<file path="src/rtl/dulp_pkg.sv">
// ----------------------------------------------------------------------------
// dulp_pkg: shared types and constants for the double ULP distance/step unit
// Field widths, IEEE double layout constants, decode helpers and the
// record passed from the arithmetic stage to the result stage.
// ----------------------------------------------------------------------------
package dulp_pkg;

  localparam int unsigned WordW  = 64;
  localparam int unsigned MagW   = 63;
  localparam int unsigned FracW  = 52;
  localparam int unsigned ExpW   = 11;
  localparam int unsigned EbitsW = 6;

  localparam logic ActDist = 1'b0;
  localparam logic ActStep = 1'b1;

  typedef logic [WordW-1:0]  word_t;
  typedef logic [MagW-1:0]   mag_t;
  typedef logic [EbitsW-1:0] ebits_t;

  // Arithmetic stage output
  typedef struct packed {
    logic  act;
    word_t value;
    logic  nan;
    logic  ovf;
  } calc_t;

  function automatic logic is_nan(input word_t x);
    return (x[WordW-2 -: ExpW] == {ExpW{1'b1}}) && (x[FracW-1:0] != '0);
  endfunction

  // Index of the highest set bit, 0 when none
  function automatic ebits_t top_index(input word_t v);
    ebits_t idx;
    idx = '0;
    for (int i = 0; i < WordW; i++) begin
      if (v[i]) begin
        idx = EbitsW'(i);
      end
    end
    return idx;
  endfunction

endpackage

</file>
<file path="src/rtl/dulp_if.sv">
// ----------------------------------------------------------------------------
// dulp_if: valid/ready channels of the double ULP distance/step unit
// Operand channel and result channel, each with source and sink modports.
// ----------------------------------------------------------------------------
interface dulp_in_if;
  logic              valid;
  logic              ready;
  logic              action;
  dulp_pkg::word_t   operand_a;
  dulp_pkg::word_t   operand_b;

  modport source (output valid, action, operand_a, operand_b, input ready);
  modport sink   (input valid, action, operand_a, operand_b, output ready);
endinterface

interface dulp_out_if;
  logic              valid;
  logic              ready;
  dulp_pkg::word_t   result_value;
  dulp_pkg::ebits_t  error_bits;
  logic              nan_seen;
  logic              step_overflow;

  modport source (output valid, result_value, error_bits, nan_seen, step_overflow,
                  input ready);
  modport sink   (input valid, result_value, error_bits, nan_seen, step_overflow,
                  output ready);
endinterface

</file>
<file path="src/rtl/dulp_calc.sv">
// ----------------------------------------------------------------------------
// dulp_calc: key arithmetic for one operand pair
// Distance as a sign-aware add or absolute difference of magnitudes;
// step as a signed-magnitude add of an unsigned offset.
// ----------------------------------------------------------------------------
module dulp_calc (
  input  logic            act,
  input  dulp_pkg::word_t opa,
  input  dulp_pkg::word_t opb,
  output dulp_pkg::calc_t res
);

  dulp_pkg::mag_t  mag_a;
  dulp_pkg::mag_t  mag_b;
  logic            sgn_a;
  logic            sgn_b;
  logic [dulp_pkg::MagW:0] dif_ab;
  logic [dulp_pkg::MagW:0] dif_ba;
  dulp_pkg::word_t sum_ab;
  dulp_pkg::word_t key_gap;
  logic [dulp_pkg::WordW:0] st_sum;
  logic [dulp_pkg::WordW:0] st_dif;
  dulp_pkg::word_t st_rdif;
  logic            st_neg;

  assign mag_a = opa[dulp_pkg::MagW-1:0];
  assign mag_b = opb[dulp_pkg::MagW-1:0];
  assign sgn_a = opa[dulp_pkg::WordW-1];
  assign sgn_b = opb[dulp_pkg::WordW-1];

  // Same sign: keys differ by the magnitude difference; opposite: by the sum
  assign dif_ab = {1'b0, mag_a} - {1'b0, mag_b};
  assign dif_ba = {1'b0, mag_b} - {1'b0, mag_a};
  assign sum_ab = {1'b0, mag_a} + {1'b0, mag_b};

  always_comb begin
    if (sgn_a != sgn_b) begin
      key_gap = sum_ab;
    end else if (dif_ab[dulp_pkg::MagW]) begin
      key_gap = {1'b0, dif_ba[dulp_pkg::MagW-1:0]};
    end else begin
      key_gap = {1'b0, dif_ab[dulp_pkg::MagW-1:0]};
    end
  end

  // Negative zero starts at key 0 like positive zero
  assign st_neg  = sgn_a && (mag_a != '0);
  assign st_sum  = {2'b00, mag_a} + {1'b0, opb};
  assign st_dif  = {1'b0, opb} - {2'b00, mag_a};
  assign st_rdif = {1'b0, mag_a} - opb;

  always_comb begin
    res.act = act;
    res.ovf = 1'b0;
    if (act == dulp_pkg::ActDist) begin
      res.value = key_gap;
      res.nan   = dulp_pkg::is_nan(opa) || dulp_pkg::is_nan(opb);
    end else begin
      res.nan = dulp_pkg::is_nan(opa);
      priority if (!st_neg) begin
        res.value = st_sum[dulp_pkg::WordW-1:0];
        res.ovf   = st_sum[dulp_pkg::WordW] || st_sum[dulp_pkg::WordW-1];
      end else if (!st_dif[dulp_pkg::WordW]) begin
        res.value = st_dif[dulp_pkg::WordW-1:0];
        res.ovf   = st_dif[dulp_pkg::WordW-1];
      end else begin
        res.value = {1'b1, st_rdif[dulp_pkg::MagW-1:0]};
      end
    end
  end

endmodule

</file>
<file path="src/rtl/double_ulp_distance_and_step_unit.sv">
// ----------------------------------------------------------------------------
// double_ulp_distance_and_step_unit: ULP distance and ULP step on doubles
// Three-register pipeline: operand register, arithmetic result register,
// output register holding the error width of the distance.
// ----------------------------------------------------------------------------
//   channel  | dir | payload
//   ---------+-----+-----------------------------------------------------
//   in_ch    | in  | action, operand_a, operand_b
//   out_ch   | out | result_value, error_bits, nan_seen, step_overflow
//
// One item per cycle sustained while out_ch.ready stays high; an accepted item
// passes from the operand register through the arithmetic and output
// registers to out_ch.
// Reset (synchronous, active low) empties all stages.
// Each stage advances when the stage after it is empty or moving, so a
// stalled output fills the pipeline before in_ch.ready drops.
// ----------------------------------------------------------------------------
module double_ulp_distance_and_step_unit (
  input  logic       clk,
  input  logic       rst_n,
  dulp_in_if.sink    in_ch,
  dulp_out_if.source out_ch
);

  logic            s1_vld_r;
  logic            s1_act_r;
  dulp_pkg::word_t s1_a_r;
  dulp_pkg::word_t s1_b_r;

  logic            s2_vld_r;
  dulp_pkg::calc_t s2_r;
  dulp_pkg::calc_t s2_nxt;

  logic             out_vld_r;
  dulp_pkg::word_t  out_val_r;
  dulp_pkg::ebits_t out_eb_r;
  dulp_pkg::ebits_t out_eb_nxt;
  logic             out_nan_r;
  logic             out_ovf_r;

  logic out_free;
  logic s2_go;
  logic s2_free;
  logic s1_go;
  logic s1_free;

  assign out_free = !out_vld_r || out_ch.ready;
  assign s2_go    = s2_vld_r && out_free;
  assign s2_free  = !s2_vld_r || s2_go;
  assign s1_go    = s1_vld_r && s2_free;
  assign s1_free  = !s1_vld_r || s1_go;

  assign in_ch.ready = s1_free;

  dulp_calc u_calc (
    .act (s1_act_r),
    .opa (s1_a_r),
    .opb (s1_b_r),
    .res (s2_nxt)
  );

  // Distance is at most 2^64 - 2, so the increment never wraps
  assign out_eb_nxt = (s2_r.act == dulp_pkg::ActDist)
                    ? dulp_pkg::top_index(s2_r.value + dulp_pkg::word_t'(1))
                    : '0;

  always_ff @(posedge clk) begin
    if (!rst_n) begin
      s1_vld_r  <= 1'b0;
      s2_vld_r  <= 1'b0;
      out_vld_r <= 1'b0;
    end else begin
      if (s1_free) begin
        s1_vld_r <= in_ch.valid;
      end
      if (s2_free) begin
        s2_vld_r <= s1_vld_r;
      end
      if (out_free) begin
        out_vld_r <= s2_vld_r;
      end
    end
  end

  always_ff @(posedge clk) begin
    if (in_ch.valid && s1_free) begin
      s1_act_r <= in_ch.action;
      s1_a_r   <= in_ch.operand_a;
      s1_b_r   <= in_ch.operand_b;
    end
    if (s1_go) begin
      s2_r <= s2_nxt;
    end
    if (s2_go) begin
      out_val_r <= s2_r.value;
      out_eb_r  <= out_eb_nxt;
      out_nan_r <= s2_r.nan;
      out_ovf_r <= s2_r.ovf;
    end
  end

  assign out_ch.valid         = out_vld_r;
  assign out_ch.result_value  = out_val_r;
  assign out_ch.error_bits    = out_eb_r;
  assign out_ch.nan_seen      = out_nan_r;
  assign out_ch.step_overflow = out_ovf_r;

endmodule
</file>
<file path="src/flat_wrapper.sv">
// flat-port wrapper written by rule: the top's interface ports become plain ports
module double_ulp_distance_and_step_unit_flat 
  (clk, rst_n, in_ch_valid, in_ch_action, in_ch_operand_a, in_ch_operand_b, in_ch_ready, out_ch_valid, out_ch_result_value, out_ch_error_bits, out_ch_nan_seen, out_ch_step_overflow, out_ch_ready);
  dulp_in_if in_ch_i ();
  dulp_out_if out_ch_i ();
  input  logic clk;
  input  logic rst_n;
  input wire logic [$bits(in_ch_i.valid)-1:0] in_ch_valid;
  input wire logic [$bits(in_ch_i.action)-1:0] in_ch_action;
  input wire logic [$bits(in_ch_i.operand_a)-1:0] in_ch_operand_a;
  input wire logic [$bits(in_ch_i.operand_b)-1:0] in_ch_operand_b;
  output wire logic [$bits(in_ch_i.ready)-1:0] in_ch_ready;
  output wire logic [$bits(out_ch_i.valid)-1:0] out_ch_valid;
  output wire logic [$bits(out_ch_i.result_value)-1:0] out_ch_result_value;
  output wire logic [$bits(out_ch_i.error_bits)-1:0] out_ch_error_bits;
  output wire logic [$bits(out_ch_i.nan_seen)-1:0] out_ch_nan_seen;
  output wire logic [$bits(out_ch_i.step_overflow)-1:0] out_ch_step_overflow;
  input wire logic [$bits(out_ch_i.ready)-1:0] out_ch_ready;
  assign in_ch_i.valid = in_ch_valid;
  assign in_ch_i.action = in_ch_action;
  assign in_ch_i.operand_a = in_ch_operand_a;
  assign in_ch_i.operand_b = in_ch_operand_b;
  assign in_ch_ready = in_ch_i.ready;
  assign out_ch_valid = out_ch_i.valid;
  assign out_ch_result_value = out_ch_i.result_value;
  assign out_ch_error_bits = out_ch_i.error_bits;
  assign out_ch_nan_seen = out_ch_i.nan_seen;
  assign out_ch_step_overflow = out_ch_i.step_overflow;
  assign out_ch_i.ready = out_ch_ready;
  double_ulp_distance_and_step_unit u_core (.clk(clk), .rst_n(rst_n), .in_ch(in_ch_i), .out_ch(out_ch_i));
endmodule
</file>
<file path="config.mk">
export PLATFORM = sky130hd
export DESIGN_NAME = double_ulp_distance_and_step_unit_flat
export DESIGN_NICKNAME = d
export VERILOG_FILES = /design/src/rtl/dulp_pkg.sv /design/src/rtl/dulp_if.sv /design/src/rtl/dulp_calc.sv /design/src/rtl/double_ulp_distance_and_step_unit.sv /design/src/flat_wrapper.sv
export SDC_FILE = /design/constraint.sdc
export NUM_CORES = 1
export LEC_CHECK = 0
export ABC_AREA = 1
export ABC_CLOCK_PERIOD_IN_PS = 5550
export BUFFER_PORTS_ARGS = -buffer_cell sky130_fd_sc_hd__buf_2
export CAP_MARGIN = 10
export CORE_MARGIN = 1.5
export CORE_UTILIZATION = 50
export DETAILED_ROUTE_END_ITERATION = 16
export GPL_TIMING_DRIVEN = 0
export HOLD_SLACK_MARGIN = 0.08
export PLACE_DENSITY = 0.69
export SLEW_MARGIN = 20
export SYNTH_ARGS = -nofsm -noshare
export SYNTH_HDL_FRONTEND = slang
export SYNTH_SLANG_ARGS = --single-unit
</file>
<file path="constraint.sdc">
create_clock -name clk -period 5.55 [get_ports clk]
set_input_delay 0.8325 -clock clk [delete_from_list [all_inputs] [get_ports clk]]
set_output_delay 0.8325 -clock clk [all_outputs]
set_load 0.03 [all_outputs]
</file>
==> metrics.cfg <==
[status]
outcome=complete, no violations

[cells_and_area]
post-route-util=0.579
area_growth_pct=13.9
nets=3981
drive_gt1_frac=0.114

[power]
leakage_nw=13.0
peakVddDrop_mv=0.241
powerDensity_nw_per_um2=245

[synth]
synth.top_cell.area_share=0.322
ys_types=63
synth_top_area_cell=edfxtp_1
synth_nets=3707
synth_area_um2=25000
ys_seq_area_frac=0.325
ys_warn_count=0
synth_edf_count=268
avgSynthCellArea_um2=7.39
ys_async_sr_fraction=0
synth_cells=3381
synth.area.top_cells=edfxtp_1 32%, ha_1 9.5%, inv_1 8.5%
synth_flop_cell=edfxtp_1
ys_ff_latch=271

[detailed_routing]
antenna_left=0
drt_first_pass_iters=6
drt_iter0_drc=2939
drc_errors=0
routed_via_density=5.68
wire_per_inst_um=20.4
num_vias=24600
wirelength_um=88700

[clocking]
tritoncts=yes
cts_num_sinks=271
clkTransAtPathRegs_ns=0.06
cts_buffers=29
cts_buffer_depth=3
clock_latency_ns=0.59
cts_root_buf=clkbuf_16
htreeDepth=1

[critical_path]
end_kind=flop
crit_type=flop to flop
cpMostUsedCell=buf_4
worst-path-max-fanout=10
critPathLaunchType=flop
critPathMaxStageDelay_ns=0.45
worstPathRequired_ns=5.86
cpMaxStageDelayCell=fa_2
critPathArrivalTime_ns=5.72

[floorplan]
die_y_um=227
num_rows=81
io_pins=207
core_um2=49200
initial_core_util=0.508
die_width_um=227
dieArea_um2=51300

[timing]
period_share=0.975
min_period_ns=5.41
tightest_slew_ns=1.11
fmax_mhz=185
setup_viol_count_final=0
hold_viol=0
skew_ns=0.0270
slew_headroom=0.250
slew_viol_final=0
setup_slack_ns=0.138

[global_routing]
globalRouteOverflowTotal=0
antenna_found_initial=3
grt_pass1_wl_um=131000
grt_pass1_vias=22200
grt_start_max_net_pins=88
track_usage=0.340

[worst_hold_path]
hp-class=input pin to flop

[flow_run]
max-cap-violations=0

[place]
gp_congestion=1.08
io_buffers=206
pre_cts_slack_ns=-1.21
place.detailed.hpwl_um=74100

flip-flops by register name, summed over array words and instances (netlist names):
| signal | flops |
|---|---|
| u_core.out_ch.error_bits | 6 |
| u_core.out_ch.nan_seen | 1 |
| u_core.out_ch.result_value | 64 |
| u_core.out_ch.step_overflow | 1 |
| u_core.out_ch.valid | 1 |
| u_core.s1_a_r | 64 |
| u_core.s1_act_r | 1 |
| u_core.s1_b_r | 64 |
| u_core.s1_vld_r | 1 |
| u_core.s2_r | 67 |
| u_core.s2_vld_r | 1 |
cells in the final DEF (no fill, tap or decap), types with 27 or more instances in the layout:
cell	n
inv_1	564
nand2_1	559
a21oi_1	398
nor2_1	335
edfxtp_1	268
buf_2	236
xor2_1	215
o21ai_0	205
ha_1	188
nand3_1	115
o211ai_1	73
clkbuf_1	60
nor3_1	40
buf_4	39
nor4_1	39
nand4_1	37
clkbuf_16	29
o21a_1	27
report_power, final:
part / switching (mW) / leakage (nW) / internal (mW) / total, mW
Clock: 0.789 / 0.432 / 1.09 / 1.88
Sequential: 0.113 / 2.58 / 2.42 / 2.53
Combinational: 1.81 / 9.95 / 0.763 / 2.58
through the flow:
| step | setup TNS [ns] | hold slack [ns] | instance area [µm²] | power, mW | std cells |
|---|---|---|---|---|---|
| 6_report | 0 | 0.414 | 28500 | 6.99 | 4341 |
| 5_1_grt | -0.139 | 0.396 | 28500 | 7.28 | 4339 |
| 4_1_cts | 0 | 0.402 | 28100 | 6.85 | 4315 |
| 3_5_place_dp | -43.82 | 0.408 | 27000 | 4.94 | 4256 |
| 3_3_place_gp | -81.01 | 0.403 | 26800 | 4.93 | 4251 |
| 2_1_floorplan | 0 | 0.400 | 25000 | 4.10 | 3381 |
layout make-up:
type | count | area (µm²)
fill | 4686 | 20700
multi-input combinational | 2433 | 14500
sequential | 271 | 8110
inverter | 575 | 2170
timing repair buffer | 245 | 1440
tap | 664 | 831
clock buffer | 34 | 744
buffer | 100 | 450
clock inverter | 17 | 170
antenna | 2 | 5.00
kinds of logic after synthesis:
group	count (synthesis)	synth area share
compound gates	835	0.195
xor+xnor	228	0.0799
fa+ha+maj	193	0.0976
buf+inv	677	0.104
flops	271	0.325
mux	5	0.00200
simple gates	1172	0.197
synthesized netlist by cell type, types with 7 or more instances:
cell type  instances
clkbuf_1          61
ha_1             190
nand2_2           21
a21oi_2           11
nor3_1            40
o21a_1            27
o21ai_0          206
nand3_1          115
nor4_1            40
nand2_1          563
buf_1              7
o21bai_1          12
xor2_1           216
xnor2_1           12
nand4_1           37
inv_1            567
o221ai_1          12
o311ai_0           7
buf_2             31
edfxtp_1         268
o31ai_1           18
nor2_1           335
a221o_1            8
a21oi_1          404
o211ai_1          73
critical path: cells and delay by family, from the launching register on:
family / cells / cell delay [ns]
buffers and inverters: 11 / 1.54
DFF: 1 / 0.38
AOI/OAI and AO/OA: 11 / 1.94
adders and majority gates: 2 / 0.73
and+or+nand+nor: 5 / 0.48
timing repair:
item                                    4_1_cts  5_1_grt
endpoints found under the setup margin       64       61
setup buffers                                 9       25
hold buffers                                  0        0
endpoints found under the hold margin         0        0
gates resized for setup                      28       32
pin swaps                                     4       14
worst paths after layout:
check,cells after the start,slack (ns),start,end
setup / recovery,29,0.14,u_core.s1_b_r[0]$_DFFE_PP_,u_core.s2_r[65]$_DFFE_PP_
hold / removal,1,0.41,in_ch_operand_b[3],u_core.s1_b_r[3]$_DFFE_PP_
setup reg to reg,29,0.14,u_core.s1_b_r[0]$_DFFE_PP_,u_core.s2_r[65]$_DFFE_PP_
hold reg to reg,0,0.42,u_core.s2_r[1]$_DFFE_PP_,u_core.out_ch.nan_seen$_DFFE_PP_
metal layers:
metal  track usage  part of all wire  vias to the layer above  routed length, µm
li1              -                 -                    11800                  -
met1         0.497              0.44                    11300              38800
met2         0.517              0.42                     1351              37500
met3        0.0447              0.10                      186               9260
met4         0.111             0.035                        4               3120
met5             0           0.00025                        -                 22
No activity file was read; power rests on OpenSTA's default activity.
